[src/rtl/core/pdpb_ram.sv]
// ----------------------------------------------------------------------------
// pdpb_ram: generic single-port-write, single-port-read RAM
// One write and one registered read per cycle.
// ----------------------------------------------------------------------------
module pdpb_ram #(
	parameter int WIDTH = 32,
	parameter int DEPTH = 16
) (
	input  logic                     clk,
	input  logic                     we,
	input  logic [$clog2(DEPTH)-1:0] waddr,
	input  logic [WIDTH-1:0]         wdata,
	input  logic [$clog2(DEPTH)-1:0] raddr,
	output logic [WIDTH-1:0]         rdata
);

	logic [WIDTH-1:0] mem_q [DEPTH];

	always_ff @(posedge clk) begin
		if (we) begin
			mem_q[waddr] <= wdata;
		end
		rdata <= mem_q[raddr];
	end

endmodule

[config.mk]
export PLATFORM = sky130hd
export DESIGN_NAME = pdpb_ram
export DESIGN_NICKNAME = d
export VERILOG_FILES = /design/src/rtl/core/pdpb_ram.sv
export SDC_FILE = /design/constraint.sdc
export NUM_CORES = 1
export LEC_CHECK = 0
export BUFFER_PORTS_ARGS = -buffer_cell sky130_fd_sc_hd__clkbuf_2
export CAP_MARGIN = 10
export CORE_ASPECT_RATIO = 0.6
export CORE_MARGIN = 4
export CORE_UTILIZATION = 40
export DETAILED_ROUTE_END_ITERATION = 8
export GPL_ROUTABILITY_DRIVEN = 0
export PLACE_DENSITY = 0.59
export SLEW_MARGIN = 20
export SYNTH_ARGS = -nofsm -noshare
export SYNTH_HDL_FRONTEND = slang
export SYNTH_SLANG_ARGS = --single-unit
[constraint.sdc]
create_clock -name clk -period 4.01 [get_ports clk]
set_input_delay 0.401 -clock clk [delete_from_list [all_inputs] [get_ports clk]]
set_output_delay 0.401 -clock clk [all_outputs]
set_load 0.005 [all_outputs]
==> impl_metrics.ini <==
[worst_setup_path]
cp_slowest_stage_delay_ns = 0.76
timing.critical_path.from_type = input pin
crit_family = simple AND/OR/NAND/NOR gates
crit_type = in -> reg
timing.critical_path.required_ns = 4.24
crit_fanout = 19
cp_data_arrival_time_ns = 2.12
worstPathBufferInverterCount = 2
worstPathCellList = clkbuf_2, nand3b_1, nor2_4, buf_4
cp-end-kind = flop
critical_path_top_delay_cell = sky130_fd_sc_hd__nor2_4

[global_routing]
grt_max_degree = 63
grt_first_pass_wirelength_um = 62750
residual_overflow_from_global_routing = 0
overall_global_routing_resource_usage = 0.1597
vias_in_the_first_global_route = 9198
antenna_found_initial = 1

[yosys]
synthMuxAreaShare = 0.1452
synth_compound_gate_area_share = 0.02420
synth.distinct_cells = 18
synth_seq_cells = 544
synth.avg_cell_area_um2 = 23.69
synth_top_family_by_area = multiplexers
syn-num-nets = 880
synth.cell_area_mm2 = 0.01985
yosysWarningCount = 0
post_synth_fa_ha_maj_area_fraction = 0
netlist_instances = 838
synth.yosys.seq_area_share = 0.8067
synth_xor_area_frac = 0
synth_simple_gate_area_frac = 0.01273

[timing]
worst_slew_margin_rel = 0.2661
fin_tns_setup_ns = 0
timing.final.crit_share = 0.4720
timing.final.ws_setup_ns = 2.117
whs_ns = 0.2601
rsz0062_at_grt = false
timing_worst_slew_pin_value_ns = 1.098
clock-skew-final_ns = 0.01488
clock.fmax_ghz = 0.5283
timing_max_transition_violations_final = 0
report.final.hold_viol_count = 0
final_setup_vio_count = 0
layout_min_cycle_time_ns = 1.893

[clocking]
clk_transition_reported_paths_ns = 0.06
clock_insertion_delay_worst_skew_ns = 0.56
ctsRootBufferMaster = sky130_fd_sc_hd__clkbuf_16
clock_tree_from_tritoncts = done
clock_tree.htree_level_count = 2
cts.sinks = 544
tritoncts.num_buffers = 48
cts-hold-fix-buffers = 0
post_cts_resize_count = 0
clock_path_buffers = 3
post_cts.repair.setup_buffers = 0

[routing]
postRouteAntennaNets = 0
drt-vias-per-instance = 5.482
detail_route.wirelength_um = 42430
drt_iter0_drc = 830
met1_length_um = 19920
routed-wl-met3_um = 2494
first_pass_iters = 7
drc_markers = 0
routed-wl-met2_um = 19280
top_layer = met4
routed-via-count = 8924
routed_wl_per_cell_um = 26.06

[pwr]
leakage_nw = 7.226
max-vdd-ir-drop_uv = 377.5
power-per-cell-area_mw_per_mm2 = 495.9

[die]
floorplan.core_area_mm2 = 0.04841
io_pins = 74
number_of_placement_rows = 62
die_y_um = 180.6
die_w_um = 295.6
fp.dieArea_mm2 = 0.05338
floorplan.initialDensity = 0.4102

[worst_hold_path]
min-delay-path-class = in -> reg

[finish]
syn2layout_area_growth_pct = 14.07
final_layout_size_suffix_gt1_frac = 0.3245
layout.nets = 991

[placement]
dp_hpwl_um = 23970
place.port_buffers = 73
place_worst_setup_slack_ns = 1.458

[status]
run_status = complete, no violations

[run]
max_cap_viol_count = 0
[synth_stat cells, drive strengths merged]
| master | instances | share of area |
|---|---|---|
| nor3 | 4 | 0.0010 |
| or3b | 1 | 0.00044 |
| nand3 | 1 | 0.00025 |
| clkbuf | 17 | 0.0032 |
| nand3b | 2 | 0.00076 |
| nor2b | 2 | 0.00063 |
| nand2 | 33 | 0.0062 |
| buf | 26 | 0.0080 |
| nand2b | 2 | 0.00063 |
| and2 | 1 | 0.00032 |
| dfxtp | 32 | 0.032 |
| mux4 | 128 | 0.15 |
| edfxtp | 512 | 0.77 |
| nor2 | 13 | 0.0025 |
| a22oi | 64 | 0.024 |
[metrics by stage]
step / power [mW] / instances / instance area, um2 / utilization
CTS: 11.36 / 1626 / 22640 / 0.4677
detailed placement: 7.084 / 1539 / 21220 / 0.4383
floorplan: 6.815 / 838 / 19850 / -
global route: 11.67 / 1627 / 22640 / 0.4678
finish: 11.23 / 1628 / 22650 / 0.4678
global placement: 7.075 / 1539 / 21220 / 0.4383
[placed cells by master (no fill, tap or decap), drive strengths merged]
| master | count |
|---|---|
| nand2 | 33 |
| nand3 | 1 |
| bufinv | 1 |
| nor2 | 13 |
| clkbuf | 134 |
| nor3 | 4 |
| nand3b | 2 |
| nor2b | 2 |
| or3b | 1 |
| mux4 | 128 |
| edfxtp | 512 |
| a22oi | 64 |
| buf | 32 |
| diode | 2 |
| dfxtp | 32 |
| clkinv | 24 |
| and2 | 1 |
| nand2b | 2 |
[state kept, by name (all words and copies together), names as in the netlist]
| name | count |
|---|---|
| rdata | 32 |
| mem_q | 512 |
[logic make-up after synthesis]
logic type	after synthesis
simple gates	59
compound gates	64
flops	544
mux	128
buf+inv	43
[layer usage]
layer  up-vias  track usage
met5         -            0
met4         0      0.03466
met3        57      0.03338
met2       257       0.2388
met1      4806       0.2437
li1       3804            -
[final cells by class]
class / instances / area, um2
Antenna cell: 2 / 5.005
Clock buffer: 62 / 1285
Clock inverter: 25 / 140.1
Fill cell: 3996 / 25760
Multi-Input combinational cell: 251 / 3750
Sequential cell: 544 / 16020
Tap cell: 640 / 800.8
Timing Repair Buffer: 104 / 650.6
[report_power, final]
| group | internal (mW) | switching (mW) | total [mW] |
|---|---|---|---|
| Clock | 2.32 | 1.96 | 4.28 |
| Sequential | 6.35 | 0.0413 | 6.40 |
| Combinational | 0.228 | 0.323 | 0.551 |
| Total | 8.90 | 2.33 | 11.2 |
[path summary, 6_finish.rpt]
kind,startpoint,end,slack [ns],depth (start not counted)
worst max-delay path,waddr[2],mem_q[9][13],2.12,4
worst min-delay path,wdata[25],mem_q[13][25],0.26,1
worst max register to register,mem_q[11][12],rdata[12],2.50,3
worst min register to register,mem_q[12][18],rdata[18],0.66,3
(Power assumes the default switching activity.)
